$ cat src/sv/lxfr_pkg.sv
// Shared types and constants for the sync/length framed receiver.
// No dependencies; imported by every module of the block but the payload store.
package lxfr_pkg;

  // receive phase of the frame parser
  typedef enum logic [1:0] {
    PH_HEADER  = 2'd0,
    PH_PAYLOAD = 2'd1,
    PH_CHECK   = 2'd2
  } lxfr_phase_t;

  // result sequencer states
  typedef enum logic [1:0] {
    EM_IDLE  = 2'd0,
    EM_FETCH = 2'd1,
    EM_LOAD  = 2'd2
  } lxfr_emit_state_t;

  // frame_status codes
  localparam logic [2:0] FS_PAYLOAD  = 3'd0;
  localparam logic [2:0] FS_EMPTY    = 3'd1;
  localparam logic [2:0] FS_BAD_SUM  = 3'd2;
  localparam logic [2:0] FS_TOO_LONG = 3'd3;
  localparam logic [2:0] FS_BAD_CMD  = 3'd4;

  // configuration register indices
  localparam logic [1:0] CFG_SYNC  = 2'd0;
  localparam logic [1:0] CFG_BASE  = 2'd1;
  localparam logic [1:0] CFG_COUNT = 2'd2;

  localparam logic [7:0] SYNC_RESET  = 8'hAA;
  localparam logic [7:0] BASE_RESET  = 8'h30;
  localparam logic [7:0] COUNT_RESET = 8'd31;

  localparam logic [1:0] HDR_LAST = 2'd3;  // header is 4 bytes, positions 0..3

  typedef struct packed {
    logic [7:0] sync_value;
    logic [7:0] command_base;
    logic [7:0] command_count;
  } lxfr_cfg_t;

  // frame-end request from parser to result sequencer
  typedef struct packed {
    logic       valid;
    logic [2:0] status;
    logic [7:0] idx;
    logic [7:0] len;
  } lxfr_verdict_t;

endpackage

$ cat src/sv/lxfr_mem.sv
// Payload store: single write port, single registered read port.
// Depends on nothing; used by the top level.
module lxfr_mem #(
  parameter int DEPTH = 16,
  parameter int AW    = 4
) (
  input  logic          clk,
  input  logic          wr_en,
  input  logic [AW-1:0] wr_addr,
  input  logic [7:0]    wr_data,
  input  logic          rd_en,
  input  logic [AW-1:0] rd_addr,
  output logic [7:0]    rd_data
);

  logic [7:0] mem [DEPTH];

  always_ff @(posedge clk) begin
    if (wr_en) begin
      mem[wr_addr] <= wr_data;
    end
  end

  always_ff @(posedge clk) begin
    if (rd_en) begin
      rd_data <= mem[rd_addr];
    end
  end

endmodule

$ cat src/sv/lxfr_parse.sv
// Frame parser: header collection, payload write into the store, checksum
// and frame-end verdict. Depends on lxfr_pkg.
module lxfr_parse import lxfr_pkg::*; #(
  parameter int MAX_PAYLOAD = 16,
  parameter int AW          = 4
) (
  input  logic          clk,
  input  logic          rst,
  input  logic          take,
  input  logic [7:0]    rx_byte,
  input  lxfr_cfg_t     cfg,
  output logic          wr_en,
  output logic [AW-1:0] wr_addr,
  output logic [7:0]    wr_data,
  output logic          at_check,
  output lxfr_verdict_t verdict
);

  localparam logic [7:0] MAXB = 8'(MAX_PAYLOAD);

  lxfr_phase_t phase, phase_next;
  logic [7:0]  cnt, cnt_next;
  logic        sync_ok, sync_ok_next;
  logic [7:0]  held_command, held_command_next;
  logic [7:0]  held_length, held_length_next;
  logic [7:0]  running_xor, running_xor_next;

  logic [7:0] cnt_inc;
  logic [1:0] hpos;
  logic [7:0] idx;

  assign cnt_inc = cnt + 8'd1;
  assign hpos    = (cnt > 8'd3) ? 2'd0 : cnt[1:0];
  assign idx     = held_command - cfg.command_base;

  // next phase
  always_comb begin
    phase_next = phase;
    if (take) begin
      unique case (phase)
        PH_PAYLOAD: begin
          if (cnt_inc >= held_length) phase_next = PH_CHECK;
        end
        PH_CHECK: begin
          phase_next = PH_HEADER;
        end
        default: begin
          phase_next = PH_HEADER;
          if (hpos == HDR_LAST && sync_ok) begin
            phase_next = (rx_byte != 8'd0) ? PH_PAYLOAD : PH_CHECK;
          end
        end
      endcase
    end
  end

  // datapath and outputs
  always_comb begin
    cnt_next          = cnt;
    sync_ok_next      = sync_ok;
    held_command_next = held_command;
    held_length_next  = held_length;
    running_xor_next  = running_xor;
    wr_en             = 1'b0;
    wr_addr           = cnt[AW-1:0];
    wr_data           = rx_byte;
    verdict           = '0;
    unique case (phase)
      PH_PAYLOAD: begin
        // over-long frames are consumed but never stored
        wr_en            = take && (held_length <= MAXB) && (cnt < MAXB);
        running_xor_next = running_xor ^ rx_byte;
        cnt_next         = (cnt_inc >= held_length) ? 8'd0 : cnt_inc;
      end
      PH_CHECK: begin
        cnt_next       = 8'd0;
        verdict.valid  = take;
        verdict.idx    = idx;
        verdict.len    = held_length;
        if (held_length > MAXB)            verdict.status = FS_TOO_LONG;
        else if (rx_byte != running_xor)   verdict.status = FS_BAD_SUM;
        else if (idx >= cfg.command_count) verdict.status = FS_BAD_CMD;
        else if (held_length == 8'd0)      verdict.status = FS_EMPTY;
        else                               verdict.status = FS_PAYLOAD;
      end
      default: begin
        if (hpos == 2'd0) begin
          sync_ok_next     = (rx_byte == cfg.sync_value);
          running_xor_next = rx_byte;
        end else begin
          running_xor_next = running_xor ^ rx_byte;
          if (hpos == 2'd2) held_command_next = rx_byte;
          if (hpos == HDR_LAST) held_length_next = rx_byte;
        end
        cnt_next = (hpos == HDR_LAST) ? 8'd0 : {6'd0, hpos} + 8'd1;
      end
    endcase
  end

  assign at_check = (phase == PH_CHECK);

  always_ff @(posedge clk) begin
    if (rst) begin
      phase        <= PH_HEADER;
      cnt          <= 8'd0;
      sync_ok      <= 1'b0;
      held_command <= 8'd0;
      held_length  <= 8'd0;
      running_xor  <= 8'd0;
    end else begin
      phase <= phase_next;
      if (take) begin
        cnt          <= cnt_next;
        sync_ok      <= sync_ok_next;
        held_command <= held_command_next;
        held_length  <= held_length_next;
        running_xor  <= running_xor_next;
      end
    end
  end

endmodule

$ cat src/sv/lxfr_emit.sv
// Result sequencer: turns a frame-end request into one status result or a
// run of payload results read back from the store. Depends on lxfr_pkg.
module lxfr_emit import lxfr_pkg::*; #(
  parameter int AW = 4
) (
  input  logic          clk,
  input  logic          rst,
  input  lxfr_verdict_t verdict,
  input  logic [7:0]    rd_data,
  output logic          rd_en,
  output logic [AW-1:0] rd_addr,
  output logic          busy,
  input  logic          out_stall,
  output logic          out_valid,
  output logic [2:0]    frame_status,
  output logic [7:0]    command_index,
  output logic [7:0]    payload_byte,
  output logic [5:0]    byte_position,
  output logic [7:0]    payload_length,
  output logic          last_of_frame
);

  lxfr_emit_state_t state, state_next;
  logic [AW-1:0] pos;
  logic [7:0]    fr_idx;
  logic [7:0]    fr_len;
  logic          last;
  logic          load_status;
  logic          load_data;

  assign last = (8'(pos) + 8'd1) == fr_len;

  always_comb begin
    state_next = state;
    unique case (state)
      EM_IDLE: begin
        if (verdict.valid && verdict.status == FS_PAYLOAD) state_next = EM_FETCH;
      end
      EM_FETCH: begin
        if (!out_valid) state_next = EM_LOAD;
      end
      EM_LOAD: begin
        state_next = last ? EM_IDLE : EM_FETCH;
      end
      default: state_next = EM_IDLE;
    endcase
  end

  always_comb begin
    rd_en       = (state == EM_FETCH) && !out_valid;
    rd_addr     = pos;
    busy        = (state != EM_IDLE);
    load_status = (state == EM_IDLE) && verdict.valid && (verdict.status != FS_PAYLOAD);
    load_data   = (state == EM_LOAD);
  end

  always_ff @(posedge clk) begin
    if (rst) begin
      state     <= EM_IDLE;
      out_valid <= 1'b0;
    end else begin
      state <= state_next;
      if (load_status || load_data) out_valid <= 1'b1;
      else if (out_valid && !out_stall) out_valid <= 1'b0;
    end
  end

  always_ff @(posedge clk) begin
    if (state == EM_IDLE && verdict.valid) begin
      pos    <= '0;
      fr_idx <= verdict.idx;
      fr_len <= verdict.len;
    end else if (load_data && !last) begin
      pos <= pos + 1'b1;
    end
    if (load_status) begin
      frame_status   <= verdict.status;
      command_index  <= verdict.idx;
      payload_byte   <= 8'd0;
      byte_position  <= 6'd0;
      payload_length <= verdict.len;
      last_of_frame  <= 1'b1;
    end else if (load_data) begin
      frame_status   <= FS_PAYLOAD;
      command_index  <= fr_idx;
      payload_byte   <= rd_data;
      byte_position  <= 6'(pos);
      payload_length <= fr_len;
      last_of_frame  <= last;
    end
  end

  // a result is only ever loaded into an empty output register
  a_no_overwrite: assert property (@(posedge clk) disable iff (rst)
    (load_status || load_data) |-> !out_valid)
    else $error("output register overwritten");

  // frame-end requests arrive only while idle
  a_req_when_idle: assert property (@(posedge clk) disable iff (rst)
    verdict.valid |-> (state == EM_IDLE))
    else $error("frame-end request while draining");

  // payload reads stay inside the frame
  a_read_in_frame: assert property (@(posedge clk) disable iff (rst)
    rd_en |-> (8'(pos) < fr_len))
    else $error("payload read past frame length");

  // read data is consumed the cycle after the read
  a_read_then_load: assert property (@(posedge clk) disable iff (rst)
    rd_en |=> (state == EM_LOAD))
    else $error("read not followed by load");

endmodule

$ cat src/sv/sync_length_xor_frame_receiver_unit.sv
// A status result appears the cycle after the checksum byte is taken; the
// first payload result follows a store read and an output load. Bytes are
// taken one per cycle while in_stall is low; payload results drain one at a
// time (store read, output load, hand-off), input stalled meanwhile.
// Reset: synchronous; clears control state and config to defaults. The payload
// store is not cleared: only entries written in the current frame are read.
module sync_length_xor_frame_receiver_unit import lxfr_pkg::*; #(
  parameter int MAX_PAYLOAD = 16
) (
  input  logic       clk,
  input  logic       rst,
  input  logic       in_valid,
  output logic       in_stall,
  input  logic [7:0] rx_byte,
  output logic       out_valid,
  input  logic       out_stall,
  output logic [2:0] frame_status,
  output logic [7:0] command_index,
  output logic [7:0] payload_byte,
  output logic [5:0] byte_position,
  output logic [7:0] payload_length,
  output logic       last_of_frame,
  input  logic       cfg_valid,
  output logic       cfg_ready,
  input  logic [1:0] cfg_index,
  input  logic [7:0] cfg_data
);

  localparam int AW = (MAX_PAYLOAD > 1) ? $clog2(MAX_PAYLOAD) : 1;

  lxfr_cfg_t     cfg;
  lxfr_verdict_t verdict;
  logic          take;
  logic          at_check;
  logic          em_busy;
  logic          wr_en;
  logic [AW-1:0] wr_addr;
  logic [7:0]    wr_data;
  logic          rd_en;
  logic [AW-1:0] rd_addr;
  logic [7:0]    rd_data;

  assign cfg_ready = 1'b1;

  always_ff @(posedge clk) begin
    if (rst) begin
      cfg.sync_value    <= SYNC_RESET;
      cfg.command_base  <= BASE_RESET;
      cfg.command_count <= COUNT_RESET;
    end else if (cfg_valid && cfg_ready) begin
      unique case (cfg_index)
        CFG_SYNC:  cfg.sync_value    <= cfg_data;
        CFG_BASE:  cfg.command_base  <= cfg_data;
        CFG_COUNT: cfg.command_count <= cfg_data;
        default: ;
      endcase
    end
  end

  // hold off while draining, or at the checksum byte if a result still waits
  assign in_stall = em_busy || (at_check && out_valid);
  assign take     = in_valid && !in_stall;

  lxfr_parse #(.MAX_PAYLOAD(MAX_PAYLOAD), .AW(AW)) u_parse (
    .clk      (clk),
    .rst      (rst),
    .take     (take),
    .rx_byte  (rx_byte),
    .cfg      (cfg),
    .wr_en    (wr_en),
    .wr_addr  (wr_addr),
    .wr_data  (wr_data),
    .at_check (at_check),
    .verdict  (verdict)
  );

  lxfr_mem #(.DEPTH(MAX_PAYLOAD), .AW(AW)) u_mem (
    .clk     (clk),
    .wr_en   (wr_en),
    .wr_addr (wr_addr),
    .wr_data (wr_data),
    .rd_en   (rd_en),
    .rd_addr (rd_addr),
    .rd_data (rd_data)
  );

  lxfr_emit #(.AW(AW)) u_emit (
    .clk            (clk),
    .rst            (rst),
    .verdict        (verdict),
    .rd_data        (rd_data),
    .rd_en          (rd_en),
    .rd_addr        (rd_addr),
    .busy           (em_busy),
    .out_stall      (out_stall),
    .out_valid      (out_valid),
    .frame_status   (frame_status),
    .command_index  (command_index),
    .payload_byte   (payload_byte),
    .byte_position  (byte_position),
    .payload_length (payload_length),
    .last_of_frame  (last_of_frame)
  );

endmodule
$ cat config.mk
export PLATFORM = sky130hd
export DESIGN_NAME = sync_length_xor_frame_receiver_unit
export DESIGN_NICKNAME = d
export VERILOG_FILES = /design/src/sv/lxfr_pkg.sv /design/src/sv/lxfr_mem.sv /design/src/sv/lxfr_parse.sv /design/src/sv/lxfr_emit.sv /design/src/sv/sync_length_xor_frame_receiver_unit.sv
export SDC_FILE = /design/constraint.sdc
export NUM_CORES = 1
export LEC_CHECK = 0
export BUFFER_PORTS_ARGS = -buffer_cell sky130_fd_sc_hd__buf_2
export CELL_PAD_IN_SITES_DETAIL_PLACEMENT = 1
export CELL_PAD_IN_SITES_GLOBAL_PLACEMENT = 1
export CORE_MARGIN = 1
export CORE_UTILIZATION = 51
export CTS_CLUSTER_SIZE = 30
export DETAILED_ROUTE_END_ITERATION = 16
export GPL_TIMING_DRIVEN = 0
export PLACE_DENSITY_LB_ADDON = 0.1
export RECOVER_POWER = 50
export SLEW_MARGIN = 20
export SYNTH_ARGS = -nofsm -noshare
export SYNTH_HDL_FRONTEND = slang
export SYNTH_SLANG_ARGS = --single-unit
export TNS_END_PERCENT = 5
$ cat constraint.sdc
create_clock -name clk -period 4 [get_ports clk]
set_input_delay 0.4 -clock clk [delete_from_list [all_inputs] [get_ports clk]]
set_output_delay 0.4 -clock clk [all_outputs]
set_load 0.02 [all_outputs]
# After elaboration in Yosys (flattened, before gate mapping)
# Memories as Yosys holds them, arrays and structs flattened. A register that Yosys moved wholly into a read port is not among the register bits.
# Cells that the tools add are included.
# classes
addsub,5
order_cmp,6
eq_ne,14
n_mux,30
n_bitwise,4
n_reduce_logical,37
# ops
operator,count
$mux W8,7
$pmux W8 S2,2
$mux W20,1
$eq A8 B8 Y1,2
$ge A8 B8 Y1,2
$mux W3,5
$mux W2,6
$reduce_and A2 Y1,6
$logic_and A1 B1 Y1,11
$eq A2 B2 Y1 const B,5
$add A8 B1 Y8 const B,1
$gt A8 B2 Y1 const B,1
$gt A8 B5 Y1 const B,1
$le A8 B5 Y1 const B,1
$logic_not A8 Y1,1
$lt A8 B5 Y1 const B,1
$ne A8 B8 Y1,1
$reduce_and A4 Y1,2
$reduce_bool A8 Y1,1
$sub A8 B8 Y8,1
$xor A8 B8 Y8,1
$mux W1,7
$eq A2 B1 Y1 const B,3
$logic_not A2 Y1,3
15 further kinds,24
# word_totals
ff_bits,114
ramBits,128
input_bits,23
out_inout_bits,37
word_cells,117
memories,1
# mem_list
memory,depth,width,rd,rd_clocked_by_memory_dff,write_ports,line_no,text
u_mem.mem,16,8,1,1,1,lxfr_mem.sv:16,logic [7:0] mem [DEPTH];

# Depth between registers and ports, before layout
# depth
depth_word,10
depth_mapped,17
ltp_nobuf,16

# By module
# From an unflattened synthesis, not the netlist that was laid out.
# hier_totals
hier_cells,882
hier_area_um2,11319.6
# by_module_without_submodules
module,instances,cells_each,area_per_inst_um2,seq_area_each_um2
lxfr_mem,1,229,5227.5,4083.9
lxfr_parse,1,387,2909.0,700.7
lxfr_emit,1,162,2150.8,1451.4
sync_length_xor_frame_receiver_unit,1,104,1032.2,480.5

# Worst setup path before layout
# No wires, ideal clock.
# synth_path
path_type,register to register
startpoint,register u_parse.held_command[0]
endpoint,register u_emit.command_index[0] (enable)
setup_time_ns,0.346
t_arrival_ns,3.171
required_time_ns,3.654
slack_ns,0.484
stages_incl_launch_ff,16
path_buffers,1
period_less_slack_ns,3.516
path_cell_list,dfxtp_1 -> inv_1 -> ha_1 -> inv_1 -> fa_1 -> a21o_1 -> a21oi_1 -> o21bai_1 -> a21oi_1 -> xnor2_1 -> ha_1 -> nand4_1 -> o31ai_1 -> o31ai_4 -> buf_6 -> nand2_2
# synth_between
elab_chain_len,9
# synth_rtl
element,line_no,text
start: declaration,lxfr_parse.sv:24,"logic [7:0] held_command, held_command_next;"
start signal: assignment,lxfr_parse.sv:115,held_command <= held_command_next;
$sub A8 B8 Y8,lxfr_parse.sv:34,assign idx = held_command - cfg.command_base;
$ge A8 B8 Y1,lxfr_parse.sv:82,else if (idx >= cfg.command_count) verdict.status = FS_BAD_CMD;
$mux W3,lxfr_parse.sv:82,
$mux W3,lxfr_parse.sv:81,else if (rx_byte != running_xor) verdict.status = FS_BAD_SUM;
$mux W3,lxfr_parse.sv:80,if (held_length > MAXB) verdict.status = FS_TOO_LONG;
$mux W20,lxfr_parse.sv:68,unique case (phase)
$reduce_bool A3 Y1,lxfr_emit.sv:53,load_status = (state == EM_IDLE) && verdict.valid && (verdict.status != FS_PAYLOAD);
$logic_and A1 B1 Y1,lxfr_emit.sv:53,
$reduce_bool A2 Y1 (no line),n/a,
end signal: assignment,lxfr_emit.sv:78,command_index <= verdict.idx;
end signal: assignment,lxfr_emit.sv:85,command_index <= fr_idx;
end: declaration,lxfr_emit.sv:16,"output logic [7:0] command_index,"
# No other way between the ends.
# A chain may end at the register's enable or synchronous reset.

# Final worst setup path
# layout_path
startpoint,register cfg[11] (netlist name)
endpoint,"register u_emit.command_index[7], data pin"
# layout_between
elab_chain_len,9
# layout_rtl
element,line_no,text
$sub A8 B8 Y8 (*),lxfr_parse.sv:34,
$ge A8 B8 Y1,lxfr_parse.sv:82,
$mux W3,lxfr_parse.sv:82,
$mux W3,lxfr_parse.sv:81,
$mux W3,lxfr_parse.sv:80,
$mux W20 (*),lxfr_parse.sv:68,
$reduce_bool A3 Y1,lxfr_emit.sv:53,
$logic_and A1 B1 Y1,lxfr_emit.sv:53,
$mux W8 (*),lxfr_emit.sv:76,if (load_status) begin
# Mark *: on every way between the ends. The rest lies on a longest branch, timed or not.

==> reports/summary.txt <==
Pre-antenna DRT Iters - 4
Clk buf depth - 3
DIE HEIGHT - 149 microns
CP max FO - 5
Commonest non-fill, non-tap cell in the layout - edfxtp_1
First-pass GRT wire length - 42200 microns
Leak Pwr - 4.42 nW
GRT Total Usage - 0.256
Peak supply drop - 245 uV
Number of antenna violations at the first check in global routing - 0
Worst-Skew Late Latency - 530 ps
Residual DRC - 0
R2r worst-path depth - 12
Layout cells sized above 1 - 0.137
Post-synth EDFFs - 171
GR Overflow Total - 0
Sequential fraction of the synthesis area - 0.613
Largest net degree at the start of global routing - 22
Top FF cell, synth - edfxtp_1
Row count - 53
Chip Width - 149 microns
Most frequent cells in the layout - edfxtp_1, clkbuf_1, dfxtp_1, nand2_1, nor2_1
Post-synth cell types - 56
Synth async-reset ratio - 0
Hold Slack - 116 ps
Fin. Hold Viols - 0
CTS clk-pin slew, worst paths - 60 ps
Sink Count - 250
PD cells - 462 mW/mm^2
Setup violations, final - 0
Initial core utilization - 0.521
CP required - 4280 ps
Fin nets - 962
CP Launch Type - flop
Status - finished clean
Root buffer cell - clkbuf_16
Detailed-placement wirelength estimate - 19200 microns
Synthesized instance count - 818
GPL Wtd Cong - 0.816
Die area - 0.0221 sq mm
Port buffer count - 55
Average cell area after synthesis - 13.4 sq um
# diodes - 0
Slew at the pin closest to its max-slew limit - 1250 ps
FMAX - 0.263 GHz
Syn. warnings - 0
Tot Pwr - 0.00576 W
Adder-cell area share of the yosys netlist - 0.0395
Max-cap violations - 0
Synthesized cell area - 0.0110 sq mm
DRT Wirelength - 27200 microns
Fin crit share - 0.951
Post-route minimum period - 3800 ps
Setup CP Type - reg2reg
P&R area growth vs syn - 13.9%
Compound-Gate Fraction of Synth Area - 0.0672
Slew margin rel. - 0.162
Drt wl/cell - 22.6 microns
Num CTS Buffers - 27
Slew Limit Fails - 0
CTS tree - yes
I/O pins - 60
Post-synthesis mux area share - 0.116
Simple-gate share of the synthesized area - 0.105
Vias in the first global route - 7365
Final antenna-violating net count - 0
Hold-fix buffers, CTS - 0
Crit end category - flop
Synthesized flop and latch total - 250
Core area - 0.0210 sq mm
Clk_skew - 13.4 ps
Via count - 6950
DRT iter0 DRCs - 455
Xor-xnor portion of the synthesized cell area - 0.0280
Worst Hold Depth - 2
Vias per cell - 5.79
Arrival time worst endpoint - 4090 ps
Hold crit path type - in2reg
CTS HTree Levels - 1
Largest family of logic cells by synthesized area - multiplexers
[Yosys cell counts (all sizes together) (3+ instances only)]
master | instances | area (sq um)
edfxtp | 171 | 5130
dfxtp | 79 | 1580
nand2 | 69 | 264
nor2 | 55 | 209
mux4 | 40 | 901
clkbuf | 37 | 139
inv | 34 | 128
a21oi | 33 | 165
ha | 33 | 413
o21ai | 29 | 149
mux2i | 28 | 280
and2 | 26 | 163
xnor2 | 20 | 175
xor2 | 15 | 131
nand3 | 14 | 70.1
and3 | 11 | 68.8
a211o | 10 | 87.6
buf | 10 | 63.8
nor2b | 10 | 62.6
a22oi | 8 | 60.1
mux2 | 8 | 90.1
nand2b | 8 | 50.1
nor3 | 8 | 45.0
nand3b | 7 | 56.3
nand4 | 7 | 43.8
nor4 | 7 | 43.8
a21o | 5 | 37.5
a211oi | 4 | 35.0
o31ai | 4 | 43.8
a31oi | 3 | 18.8
and3b | 3 | 26.3
nand4b | 3 | 26.3
o21a | 3 | 22.5
[where the power goes]
group	total, W	switching, W	internal, W
sequential	0.00283	0.0000302	0.00280
clock	0.00254	0.00101	0.00153
combinational	0.000392	0.000248	0.000143
total	0.00576	0.00129	0.00447
[worst max-delay path: stages, from the launching register on]
cell,delay [ps]
dfxtp_1,360
inv_1,60
ha_1,360
and3_1,200
a211oi_1,390
a21oi_1,180
xnor2_2,210
ha_1,350
nand4_1,150
o31ai_4,460
nor3_1,120
nor2_2,310
mux2_2,380
[flip-flops by register name, summed over array words and instances, names as in the netlist]
name and count:
u_parse.cnt 8, u_emit.rd_addr 4, u_emit.byte_position 4, u_parse.sync_ok 1
u_parse.phase 2, cfg 24, u_emit.frame_status 3, u_parse.held_length 8
u_mem.rd_data 8, u_parse.running_xor 8, u_emit.last_of_frame 1, u_emit.fr_idx 8
u_parse.held_command 8, u_emit.fr_len 8, u_mem.mem 128, u_emit.payload_byte 8
u_emit.out_valid 1, u_emit.state 2, u_emit.command_index 8, u_emit.payload_length 8
[stage by stage]
step           instance area [sq um]  std cells  setup slack, ps  TNS (ps)   util
4_1_cts                        12500       1200             61.4         0  0.596
2_1_floorplan                  11000        819              484         0      -
3_3_place_gp                   11600       1149             -111     -2220  0.551
6_report                       12500       1200              195         0  0.594
3_5_place_dp                   11600       1150             -240     -5110  0.552
5_1_grt                        12500       1200            -4.21     -4.21  0.594
[per-layer routing]
metal / part of all wire / vias to the layer above / track usage
li1: - / 3178 / -
met1: 0.46 / 3541 / 0.370
met2: 0.47 / 191 / 0.408
met3: 0.053 / 40 / 0.0374
met4: 0.020 / 0 / 0.0655
met5: 0 / - / 0
[final timing paths]
kind	start	end	slack [ps]
max reg2reg	cfg[11]	u_emit.command_index[7]	200
max	cfg[11]	u_emit.command_index[7]	200
min reg2reg	u_emit.byte_position[0]	u_emit.byte_position[0]	460
min	cfg_data[2]	cfg[2]	120
[cell families after synthesis]
logic type               count (synthesis)
buffers and inverters                   81
multiplexers                            76
other                                    2
adder cells (fa/ha/maj)                 34
AND/OR/NAND/NOR                        231
XOR/XNOR                                35
flip-flops                             250
AO/OA/AOI/OAI                          109
[repair_timing]
action,CTS,global route
gates resized for setup,2,4
endpoints found under the setup margin,33,48
pin swaps,1,0
buffers inserted,1,0
[layout make-up]
class / count / area (sq um)
Buffer: 47 / 199
Clock buffer: 36 / 762
Clock inverter: 13 / 146
Fill cell: 2110 / 8540
Inverter: 34 / 128
Multi-Input combinational cell: 488 / 3950
Sequential cell: 250 / 6720
Tap cell: 275 / 344
Timing Repair Buffer: 57 / 235
Power figures use the tool's default switching activity.
